### src/rtl/timestamp_to_calendar_core_defines.svh
// ----------------------------------------------------------------------------
// Timestamp to calendar core: assertion macros
// Shared assertion helpers; they compile away when SYNTHESIS is defined.
// ----------------------------------------------------------------------------
`ifndef TIMESTAMP_TO_CALENDAR_CORE_DEFINES_SVH
`define TIMESTAMP_TO_CALENDAR_CORE_DEFINES_SVH
`ifndef SYNTHESIS
// Check a condition at every clock edge outside reset.
`define TTC_ASSERT_ALWAYS(lbl, cond, msg) \
    lbl: assert property (@(posedge clk) disable iff (!rst_n) (cond)) else $error(msg);
// Check that an antecedent implies a consequent in the same cycle.
`define TTC_ASSERT_IMPL(lbl, ante, cons, msg) \
    lbl: assert property (@(posedge clk) disable iff (!rst_n) (ante) |-> (cons)) \
        else $error(msg);
`else
`define TTC_ASSERT_ALWAYS(lbl, cond, msg)
`define TTC_ASSERT_IMPL(lbl, ante, cons, msg)
`endif
`endif

### src/rtl/ttc_pkg.sv
// ----------------------------------------------------------------------------
// Timestamp to calendar package
// Field widths, reciprocal constants and the month start table.
// ----------------------------------------------------------------------------
package ttc_pkg;

    // Field widths
    localparam int TS_W     = 31;
    localparam int YEAR_W   = 11;
    localparam int MONTH_W  = 4;
    localparam int DAY_W    = 5;
    localparam int HOUR_W   = 5;
    localparam int MINUTE_W = 6;
    localparam int SECOND_W = 6;

    // Internal widths
    localparam int DAYS_W = 15;   // whole days, up to 24855
    localparam int SOD_W  = 17;   // second of day, below 86400
    localparam int QUAD_W = 5;    // four-year cycles, up to 17
    localparam int DOQ_W  = 11;   // day within cycle, below 1461
    localparam int SOH_W  = 12;   // second within hour, below 3600
    localparam int DOY_W  = 9;    // day of year, below 366

    // Calendar constants
    localparam logic [YEAR_W-1:0] EPOCH_YEAR   = 11'd1970;
    localparam logic [16:0]       SECS_PER_DAY = 17'd86400;
    localparam logic [11:0]       SECS_PER_HR  = 12'd3600;
    localparam logic [5:0]        SECS_PER_MIN = 6'd60;
    localparam logic [10:0]       DAYS_PER_QUAD = 11'd1461;

    // Day offsets of the years in a cycle that starts at 1970 (third year leap)
    localparam logic [DOQ_W-1:0] YR1_START = 11'd365;
    localparam logic [DOQ_W-1:0] YR2_START = 11'd730;
    localparam logic [DOQ_W-1:0] YR3_START = 11'd1096;

    // Reciprocals: q = (x * RECIP) >> SHIFT, exact over each operand range
    localparam logic [24:0] DAY_RECIP  = 25'd25451659;  // 1/675 on t >> 7
    localparam int          DAY_SHIFT  = 34;
    localparam logic [14:0] QUAD_RECIP = 15'd22967;     // 1/1461
    localparam int          QUAD_SHIFT = 25;
    localparam logic [16:0] HOUR_RECIP = 17'd74566;     // 1/3600
    localparam int          HOUR_SHIFT = 28;
    localparam logic [12:0] MIN_RECIP  = 13'd4370;      // 1/60
    localparam int          MIN_SHIFT  = 18;

    // First day of year of each month in a common year, index 1 is January
    localparam logic [DOY_W-1:0] MONTH_START [1:12] = '{
        9'd0, 9'd31, 9'd59, 9'd90, 9'd120, 9'd151,
        9'd181, 9'd212, 9'd243, 9'd273, 9'd304, 9'd334
    };

    // First day of year of a month, shifted by one from March on in a leap year
    function automatic logic [DOY_W-1:0] month_start(input logic [MONTH_W-1:0] m,
                                                     input logic leap);
        logic [DOY_W-1:0] base;
        base = 9'd0;
        if (m >= 4'd1 && m <= 4'd12)
        begin
            base = MONTH_START[m];
        end
        if (leap && m >= 4'd3)
        begin
            base = base + 9'd1;
        end
        return base;
    endfunction

endpackage

### src/rtl/ttc_month_find.sv
// ----------------------------------------------------------------------------
// Timestamp to calendar month finder
// Map a day of year to month and day of month by parallel compares.
// ----------------------------------------------------------------------------
module ttc_month_find
    import ttc_pkg::*;
(
    input  logic [DOY_W-1:0]   doy,
    input  logic               leap,
    output logic [MONTH_W-1:0] month,
    output logic [DAY_W-1:0]   day
);

    logic [MONTH_W-1:0] count;
    logic [DOY_W-1:0]   start;
    logic [DOY_W-1:0]   day_full;

    // Count the month boundaries already passed
    always_comb
    begin
        count = '0;
        for (int m = 2; m <= 12; m++)
        begin
            if (doy >= month_start(MONTH_W'(m), leap))
            begin
                count = count + 4'd1;
            end
        end
        month    = count + 4'd1;
        start    = month_start(month, leap);
        day_full = doy - start + 9'd1;
        day      = day_full[DAY_W-1:0];
    end

endmodule

### src/rtl/timestamp_to_calendar_core.sv
// ----------------------------------------------------------------------------
// Timestamp to calendar core
// Six-stage pipeline converting epoch seconds to year, month, day and time.
// ----------------------------------------------------------------------------
// Each input word carries a 31-bit count of seconds since 1970-01-01 00:00:00
// and yields one output word with year, month, day, hour, minute and second
// (every year divisible by four is leap, exact for 1970 to 2038). A word
// moves stage by stage to the output register; one word may enter per
// cycle unless an output stall backs up the pipe. Every stage has its own
// valid bit and loads whenever it is empty or the stage after it moves, so
// bubbles close up and a stall on the output holds the pipe without loss.
// The depth is set by the chain of reciprocal multiplies: seconds to days,
// days to four-year cycles and the second of day to hours, then minutes,
// each with its multiply in one stage and the back-multiply and subtract in
// the next. Nothing is kept between words and the block has no configuration.
// ----------------------------------------------------------------------------
`include "timestamp_to_calendar_core_defines.svh"

module timestamp_to_calendar_core
    import ttc_pkg::*;
(
    input  logic        clk,
    input  logic        rst_n,
    input  logic        s_axis_tvalid,
    output logic        s_axis_tready,
    input  logic [31:0] s_axis_tdata,   // [30:0] seconds_since_epoch, [31] zero
    output logic        m_axis_tvalid,
    input  logic        m_axis_tready,
    output logic [39:0] m_axis_tdata    // [10:0] cal_year, [14:11] cal_month,
                                        // [19:15] cal_day, [24:20] cal_hour,
                                        // [30:25] cal_minute, [36:31] cal_second,
                                        // [39:37] zero
);

    localparam int STAGES = 6;

    // Stage valid bits and load enables; en[STAGES+1] is the output sink
    logic [STAGES:1]   vld_reg;
    logic [STAGES+1:1] en;

    always_comb
    begin
        en[STAGES+1] = m_axis_tready;
        for (int k = STAGES; k >= 1; k--)
        begin
            en[k] = !vld_reg[k] || en[k+1];
        end
    end

    assign s_axis_tready = en[1];
    assign m_axis_tvalid = vld_reg[STAGES];

    always_ff @(posedge clk or negedge rst_n)
    begin
        if (!rst_n)
        begin
            vld_reg <= '0;
        end
        else
        begin
            if (en[1])
            begin
                vld_reg[1] <= s_axis_tvalid;
            end
            for (int k = 2; k <= STAGES; k++)
            begin
                if (en[k])
                begin
                    vld_reg[k] <= vld_reg[k-1];
                end
            end
        end
    end

    // ------------------------------------------------------------------
    // Stage 1: multiply t >> 7 by the reciprocal of 675 (86400 = 675 * 128)
    // ------------------------------------------------------------------
    logic [TS_W-1:0] s1_ts_reg;
    logic [48:0]     s1_pday_reg;
    logic [48:0]     s1_pday_next;

    assign s1_pday_next = {25'd0, s_axis_tdata[TS_W-1:7]} * {24'd0, DAY_RECIP};

    always_ff @(posedge clk)
    begin
        if (en[1])
        begin
            s1_ts_reg   <= s_axis_tdata[TS_W-1:0];
            s1_pday_reg <= s1_pday_next;
        end
    end

    // ------------------------------------------------------------------
    // Stage 2: take whole days, subtract them back for the second of day
    // ------------------------------------------------------------------
    logic [DAYS_W-1:0] s2_days_reg;
    logic [SOD_W-1:0]  s2_sod_reg;
    logic [DAYS_W-1:0] s2_days_next;
    logic [TS_W-1:0]   s2_dsec;
    logic [TS_W-1:0]   s2_sod_full;

    assign s2_days_next = s1_pday_reg[DAY_SHIFT+DAYS_W-1:DAY_SHIFT];
    assign s2_dsec      = TS_W'({16'd0, s2_days_next} * {14'd0, SECS_PER_DAY});
    assign s2_sod_full  = s1_ts_reg - s2_dsec;

    always_ff @(posedge clk)
    begin
        if (en[2])
        begin
            s2_days_reg <= s2_days_next;
            s2_sod_reg  <= s2_sod_full[SOD_W-1:0];
        end
    end

    // ------------------------------------------------------------------
    // Stage 3: reciprocal multiplies for four-year cycles and hours
    // ------------------------------------------------------------------
    logic [DAYS_W-1:0] s3_days_reg;
    logic [SOD_W-1:0]  s3_sod_reg;
    logic [29:0]       s3_pquad_reg;
    logic [33:0]       s3_phour_reg;

    always_ff @(posedge clk)
    begin
        if (en[3])
        begin
            s3_days_reg  <= s2_days_reg;
            s3_sod_reg   <= s2_sod_reg;
            s3_pquad_reg <= {15'd0, s2_days_reg} * {15'd0, QUAD_RECIP};
            s3_phour_reg <= {17'd0, s2_sod_reg} * {17'd0, HOUR_RECIP};
        end
    end

    // ------------------------------------------------------------------
    // Stage 4: day within cycle and second within hour
    // ------------------------------------------------------------------
    logic [QUAD_W-1:0] s4_quad_reg;
    logic [DOQ_W-1:0]  s4_doq_reg;
    logic [HOUR_W-1:0] s4_hour_reg;
    logic [SOH_W-1:0]  s4_soh_reg;
    logic [QUAD_W-1:0] s4_quad_next;
    logic [HOUR_W-1:0] s4_hour_next;
    logic [DAYS_W-1:0] s4_qdays;
    logic [DAYS_W-1:0] s4_doq_full;
    logic [SOD_W-1:0]  s4_hsec;
    logic [SOD_W-1:0]  s4_soh_full;

    assign s4_quad_next = s3_pquad_reg[QUAD_SHIFT+QUAD_W-1:QUAD_SHIFT];
    assign s4_hour_next = s3_phour_reg[HOUR_SHIFT+HOUR_W-1:HOUR_SHIFT];
    assign s4_qdays     = DAYS_W'({10'd0, s4_quad_next} * {4'd0, DAYS_PER_QUAD});
    assign s4_doq_full  = s3_days_reg - s4_qdays;
    assign s4_hsec      = SOD_W'({12'd0, s4_hour_next} * {5'd0, SECS_PER_HR});
    assign s4_soh_full  = s3_sod_reg - s4_hsec;

    always_ff @(posedge clk)
    begin
        if (en[4])
        begin
            s4_quad_reg <= s4_quad_next;
            s4_doq_reg  <= s4_doq_full[DOQ_W-1:0];
            s4_hour_reg <= s4_hour_next;
            s4_soh_reg  <= s4_soh_full[SOH_W-1:0];
        end
    end

    // ------------------------------------------------------------------
    // Stage 5: year within cycle, day of year, minute multiply
    // ------------------------------------------------------------------
    logic [YEAR_W-1:0] s5_year_reg;
    logic [DOY_W-1:0]  s5_doy_reg;
    logic              s5_leap_reg;
    logic [HOUR_W-1:0] s5_hour_reg;
    logic [SOH_W-1:0]  s5_soh_reg;
    logic [24:0]       s5_pmin_reg;
    logic [1:0]        s5_yiq;
    logic [DOQ_W-1:0]  s5_ystart;
    logic [DOQ_W-1:0]  s5_doy_full;

    always_comb
    begin
        if (s4_doq_reg >= YR3_START)
        begin
            s5_yiq    = 2'd3;
            s5_ystart = YR3_START;
        end
        else if (s4_doq_reg >= YR2_START)
        begin
            s5_yiq    = 2'd2;
            s5_ystart = YR2_START;
        end
        else if (s4_doq_reg >= YR1_START)
        begin
            s5_yiq    = 2'd1;
            s5_ystart = YR1_START;
        end
        else
        begin
            s5_yiq    = 2'd0;
            s5_ystart = '0;
        end
        s5_doy_full = s4_doq_reg - s5_ystart;
    end

    always_ff @(posedge clk)
    begin
        if (en[5])
        begin
            s5_year_reg <= EPOCH_YEAR + {4'd0, s4_quad_reg, 2'b00} + {9'd0, s5_yiq};
            s5_doy_reg  <= s5_doy_full[DOY_W-1:0];
            s5_leap_reg <= (s5_yiq == 2'd2);
            s5_hour_reg <= s4_hour_reg;
            s5_soh_reg  <= s4_soh_reg;
            s5_pmin_reg <= {13'd0, s4_soh_reg} * {12'd0, MIN_RECIP};
        end
    end

    // ------------------------------------------------------------------
    // Stage 6: month and day of month, minute and second; output register
    // ------------------------------------------------------------------
    logic [YEAR_W-1:0]   s6_year_reg;
    logic [MONTH_W-1:0]  s6_month_reg;
    logic [DAY_W-1:0]    s6_day_reg;
    logic [HOUR_W-1:0]   s6_hour_reg;
    logic [MINUTE_W-1:0] s6_minute_reg;
    logic [SECOND_W-1:0] s6_second_reg;
    logic [MONTH_W-1:0]  s6_month_next;
    logic [DAY_W-1:0]    s6_day_next;
    logic [MINUTE_W-1:0] s6_minute_next;
    logic [SOH_W-1:0]    s6_msec;
    logic [SOH_W-1:0]    s6_sec_full;

    ttc_month_find u_month_find
    (
        .doy   (s5_doy_reg),
        .leap  (s5_leap_reg),
        .month (s6_month_next),
        .day   (s6_day_next)
    );

    assign s6_minute_next = s5_pmin_reg[MIN_SHIFT+MINUTE_W-1:MIN_SHIFT];
    assign s6_msec        = SOH_W'({6'd0, s6_minute_next} * {6'd0, SECS_PER_MIN});
    assign s6_sec_full    = s5_soh_reg - s6_msec;

    always_ff @(posedge clk)
    begin
        if (en[6])
        begin
            s6_year_reg   <= s5_year_reg;
            s6_month_reg  <= s6_month_next;
            s6_day_reg    <= s6_day_next;
            s6_hour_reg   <= s5_hour_reg;
            s6_minute_reg <= s6_minute_next;
            s6_second_reg <= s6_sec_full[SECOND_W-1:0];
        end
    end

    assign m_axis_tdata = {3'd0, s6_second_reg, s6_minute_reg, s6_hour_reg,
                           s6_day_reg, s6_month_reg, s6_year_reg};

    // ------------------------------------------------------------------
    // Checks on the divider stages and the result word
    // ------------------------------------------------------------------
    `TTC_ASSERT_IMPL(a_sod_range, vld_reg[2], s2_sod_reg < SECS_PER_DAY, "second of day out of range")
    `TTC_ASSERT_IMPL(a_rem_range, vld_reg[4], (s4_doq_reg < DAYS_PER_QUAD) && (s4_soh_reg < SECS_PER_HR), "cycle or hour remainder out of range")
    `TTC_ASSERT_IMPL(a_date_range, m_axis_tvalid, (s6_month_reg >= 4'd1) && (s6_month_reg <= 4'd12) && (s6_day_reg >= 5'd1), "month or day out of range")
    `TTC_ASSERT_IMPL(a_time_range, m_axis_tvalid, (s6_hour_reg < 5'd24) && (s6_minute_reg < 6'd60) && (s6_second_reg < 6'd60), "time of day out of range")

endmodule

### config.mk
export PLATFORM = sky130hd
export DESIGN_NAME = timestamp_to_calendar_core
export DESIGN_NICKNAME = d
export VERILOG_FILES = /design/src/rtl/ttc_pkg.sv /design/src/rtl/ttc_month_find.sv /design/src/rtl/timestamp_to_calendar_core.sv
export VERILOG_INCLUDE_DIRS = /design/src /design/src/rtl
export SDC_FILE = /design/constraint.sdc
export NUM_CORES = 1
export LEC_CHECK = 0
export ABC_AREA = 1
export BUFFER_PORTS_ARGS = -buffer_cell sky130_fd_sc_hd__buf_4
export CAP_MARGIN = 20
export CORE_MARGIN = 3
export CORE_UTILIZATION = 50
export DETAILED_ROUTE_END_ITERATION = 12
export PLACE_DENSITY = 0.66
export SYNTH_ARGS = -nofsm -noshare
export SYNTH_HDL_FRONTEND = slang
export SYNTH_SLANG_ARGS = --single-unit
### constraint.sdc
create_clock -name clk -period 13.3 [get_ports clk]
set_input_delay 1.33 -clock clk [delete_from_list [all_inputs] [get_ports clk]]
set_output_delay 1.33 -clock clk [all_outputs]
set_load 0.01 [all_outputs]
==> metrics.txt, run 1 <==
status complete, no violations; number of enable flip-flop cells after synthesis 203; total track usage around a fifth; initial antenna violation count 0; CTS tree yes; # Post-CTS Setup Buffers 0; die extent in y 249.9 µm; Antenna Violating Nets Remaining 0; count of different cell masters after synthesis 50; critical path class reg -> reg; gr ovfl total 0; layout cells sized above 1 6.822%; Yosys reg bits 209; Initial Utilization approximately half; port bufs 73; Worst-path clk slew ~0.07 ns; Critical Path AT 9.29 ns; row cnt 88; DRT Pass-1 Iters 5; GRT busiest layer met2; boundary pin count between 70 and 80; Slew HR about three fifths; Filler Cell Count 5,011; vias in the first global route 21,150; TNS Setup 0 ns; hpwl dp 51.02 mm; slowest CP cell edfxtp_1; Primary FF master, synth edfxtp_1; Crit path required time 13.62 ns; Final Cycle Share 67.44%; max_cap viols 0; first-pass GRT wire length 101.3 mm; Hold Buf Count CTS 0; met2 Track Usage GR 36.67%; clock root cell clkbuf_16; Num CTS Buffers 25; WL/cell 15.75 µm; core footprint 58,250 µm²; Tmin final 8.969 ns; area of the multi-input gates 20,830 µm²; met1 GRT Util 24.42%; slowest stage delay, CP 0.52 ns; clock sinks 209; R2R setup slack 4.33 ns; Clock Tree Buf Depth 3; register area 6246 µm²; sequential-to-total area share from yosys stat 21.00%; Max Fclk 111.5 MHz; Syn Std Cell Area 29,740 µm²; final setup fails 0; Worst setup EP type flop; Layout Skew 0.04087 ns; Via Count 19,380; H-tree level count 1; unrepaired setup endpoints after global routing false; drt via density 5.141; drt drc 0; Post-Syn Instances 2,884; DR iter-0 viols 693; Final Hold Fails 0; Die X ~250 µm; Post-Syn Area per Cell 10.31 µm²; Inserted Diodes 0; yosys warns 0; asr flop ratio synth 2.871%; worst-margin pin slew 0.5989 ns; buffers and inverters on the worst path 12; drt total wl 59.40 mm; largest net degree at the start of global routing 40; area growth from synthesis to layout 7.842%; Min-Delay Path Class reg -> reg; Final #Nets 4,078; DIE AREA approximately 62,000 µm²; final slew viol count 0; GPL Wtd Cong 0.9158; Critical Path Source Type flop; met3 global-route usage ~1.9%; post-cts sizing count 0; CP delay by family, top adder cells; worst skew pair latency 0.56 ns; peak fanout along the critical path 8; Most Frequent Cell on Critical Path nand2_1
[final timing paths]
check | depth (start not counted) | startpoint | end
setup reg to reg | 61 | s5_leap_reg | s6_day_reg[4]
hold / removal | 0 | s1_ts_reg[3] | s2_sod_reg[3]
hold reg to reg | 0 | s1_ts_reg[3] | s2_sod_reg[3]
max in group asynchronous | 1 | rst_n | vld_reg[6]
min in group asynchronous | 1 | rst_n | vld_reg[2]
setup / recovery | 61 | s5_leap_reg | s6_day_reg[4]
[final cells by class]
cell class                 count  area share [%]
multi-input combinational   1970           64.94
sequential                   209           19.47
inverter                     702           8.216
tap                          765           2.984
clock buffer                  29           1.997
timing repair buffer          79           1.849
clock inverter                16          0.5384
[layer usage]
metal	wire (µm)	share of wire, %
met1	25780	43
met2	30490	51
met3	1775	3.0
met4	1357	2.3
met5	0	0
[synthesized netlist by cell type, drive strengths merged, types with 6 or more instances]
cell type    n  share of area, %
a21oi      133               2.2
xor2        79               2.3
nand3       98               2.0
fa         346                23
o21ai       61               1.0
xnor2       36               1.1
nor2        88               1.3
ha         709                30
dfrtp        6              0.50
edfxtp     203                20
inv        702               8.9
o21bai      10              0.25
nand4       16              0.34
nand2      307               4.3
a21o         6              0.15
o211ai      10              0.25
nor3        14              0.24
or2          8              0.17
a31oi       11              0.23
[layout by cell type, fill, tap and decap left out, drive strengths merged, types with 9 or more instances in the layout]
cell    count
a21oi     133
a31oi      11
buf        79
clkbuf     29
clkinv      9
edfxtp    203
fa        346
ha        709
inv       704
nand2     307
nand3      98
nand4      16
nor2       88
nor3       14
o211ai     10
o21ai      61
o21bai     10
xnor2      36
xor2       79
[metrics by stage]
step / instances / setup WS (ns) / util [%] / hold WS, ns / cell area [µm²]
3_3_place_gp: 3725 / 4.782 / 53.67 / 0.4015 / 31260
2_1_floorplan: 2886 / 5.474 / - / 0.4003 / 29750
6_report: 3770 / 4.331 / 55.06 / 0.4125 / 32070
4_1_cts: 3770 / 4.346 / 55.06 / 0.4178 / 32070
5_1_grt: 3770 / 3.570 / 55.06 / 0.4244 / 32070
3_5_place_dp: 3725 / 4.389 / 53.67 / 0.4054 / 31260
[worst reg2reg max path: cells and delay by family, from the launching register on]
kind | cells | cell delay (ns)
AO/OA/AOI/OAI | 5 | 0.72
XOR/XNOR | 2 | 0.33
adder cells (fa/ha/maj) | 11 | 3.37
buffers and inverters | 12 | 0.97
flip-flops | 1 | 0.52
AND/OR/NAND/NOR | 31 | 2.85
[cells by family after synthesis]
group                    count (synthesis)  synth area share [%]
buffers and inverters                  707                 8.999
XOR/XNOR                               115                 3.387
adder cells (fa/ha/maj)               1055                 53.12
AO/OA/AOI/OAI                          259                 4.935
other                                    1               0.01261
AND/OR/NAND/NOR                        538                 8.545
flip-flops                             209                 21.00
Power of run 1 is not shown: default switching activity piles up to over one toggle a cycle in this logic, so the estimate is an artifact.
==> run 2, diff against run 1 <==
==> constraint.sdc (replaced) <==
create_clock -name clk -period 9.4 [get_ports clk]
set_input_delay 0.94 -clock clk [delete_from_list [all_inputs] [get_ports clk]]
set_output_delay 0.94 -clock clk [all_outputs]
set_load 0.01 [all_outputs]
==> run 2 against run 1 <==
Compared with the run above:
- utilization up 0.17 points
- sequential cell count unchanged
- count of clock-buffer cells in the layout rose by 1
- largest cell class unchanged
==> metrics.txt, run 2 (synthesis results as in run 1) <==
status complete, no violations; DR iter-0 viols 700 (+1.0%); first-pass GRT wire length 101.0 mm (-0.33%); slowest CP cell edfxtp_1; post-layout worst setup margin 0.8549 ns (-3.476 ns); port bufs 73 (unchanged); commonest non-fill, non-tap cell in the layout ha_1; Min-Delay Path Class in -> async; Critical Path AT 8.85 ns (-0.44 ns); vias in the first global route 20,970 (-0.85%); Die X 249.9 µm (unchanged); area growth from synthesis to layout 8.175%; Clock Tree Buf Depth 3 (unchanged); final core occ 55.23% (+0.17 points); final slew viol count 0 (unchanged); Worst-path clk slew 0.07 ns (about the same); gr ovfl total 0 (unchanged); critical path class reg -> reg; layout cells sized above 1 7.311% (+0.49 points); Initial Utilization 51.06% (unchanged); Final Cycle Share 90.91% (+23 points); worst-margin pin slew 0.6307 ns (+0.03176 ns); H-tree level count 1 (unchanged); drt total wl 59.47 mm (+0.13%); clock root cell clkbuf_16; final setup fails 0 (unchanged); WL/cell 15.76 µm (about the same); Finished Layout Cells 3,774 (+0.11%); max_cap viols 0 (unchanged); CTS tree yes; drt drc 0 (unchanged); initial antenna violation count 0 (unchanged); slowest stage delay, CP 0.45 ns (-0.07 ns); die extent in y 249.9 µm (unchanged); Layout Skew 0.02341 ns (-0.01745 ns); total track usage 19.67% (about the same); hpwl dp 51.21 mm (+0.38%); DIE AREA 62,440 µm² (unchanged); GPL Wtd Cong 0.9084 (-0.81%); row cnt 88 (unchanged); clock sinks 209 (unchanged); boundary pin count 78 (unchanged); most frequent cells in the layout ha_1 (708), inv_1 (687), fa_1 (346); Slew HR 57.96% (-2.1 points); worst skew pair latency 0.54 ns (-0.02 ns); Via Count 19,270 (-0.58%); DRT Pass-1 Iters 5 (unchanged); largest net degree at the start of global routing 39 (-2.5%); pre-CTS setup slack 0.5810 ns (-3.808 ns); Tmin final 8.545 ns (-0.4243 ns); Fin Hold WS 0.2188 ns (-0.1937 ns); Crit path required time 9.70 ns (-3.92 ns); core footprint 58,250 µm² (unchanged); peak fanout along the critical path 8 (unchanged); Max Fclk 117.0 MHz (+5.0%); drt via density 5.106 (-0.68%); Placed Cells 3,725 (unchanged); Worst setup EP type flop; Antenna Violating Nets Remaining 0 (unchanged); Most Frequent Cell on Critical Path nand2_1; Final #Nets 4,081 (+0.074%); Final Hold Fails 0 (unchanged); Hold Buf Count CTS 0 (unchanged); Inserted Diodes 0 (unchanged); Num CTS Buffers 25 (unchanged); Critical Path Source Type flop
[run 2: routing by layer]
metal	routed length, µm	up-vias	track usage, %	part of all wire [%]
met1	25930	9362	24.46	44
met4	1200	0	4.426	2.0
met2	30770	248	36.76	52
met5	0	-	0	0
met3	1564	78	1.907	2.6
li1	-	9581	-	-
[run 2: worst paths after layout]
| path | startpoint | end | slack [ns] | cells after the start |
|---|---|---|---|---|
| max | s5_leap_reg | s6_day_reg[4] | 0.85 | 58 |
| min | rst_n | vld_reg[3] | 0.22 | 1 |
| max reg2reg | s5_leap_reg | s6_day_reg[4] | 0.85 | 58 |
| min reg2reg | s5_year_reg[0] | s6_year_reg[0] | 0.42 | 0 |
| max in group asynchronous | rst_n | vld_reg[4] | 9.03 | 1 |
| min in group clk | s5_year_reg[0] | s6_year_reg[0] | 0.42 | 0 |
[run 2: per-stage QoR]
step | cell area, µm² | setup TNS (ns)
6_report | 32170 | 0
4_1_cts | 32130 | 0
5_1_grt | 32170 | -0.01295
2_1_floorplan | 29750 | 0
3_3_place_gp | 31260 | 0
3_5_place_dp | 31260 | 0
[run 2: cell type report]
type / instances / area, µm²
clock buffer: 30 / 664.4
timing repair buffer: 82 / 615.6
sequential: 209 / 6246
tap: 765 / 957.2
multi-input combinational: 1970 / 20850
inverter: 702 / 2635
fill: 5002 / 26080
clock inverter: 16 / 206.4
[run 2: repair_timing]
action,CTS,global route
gates resized for setup,0,5
endpoints found under the setup margin,0,3
buffers inserted,0,3
[run 2: critical path, delay by kind of cell, from the launching register on]
family | cells | cell delay, ns
xor+xnor | 3 | 0.48
buf+inv | 9 | 0.68
flops | 1 | 0.45
compound gates | 3 | 0.41
fa+ha+maj | 11 | 3.03
simple gates | 32 | 3.26
Power of run 2 is left out for the same reason.
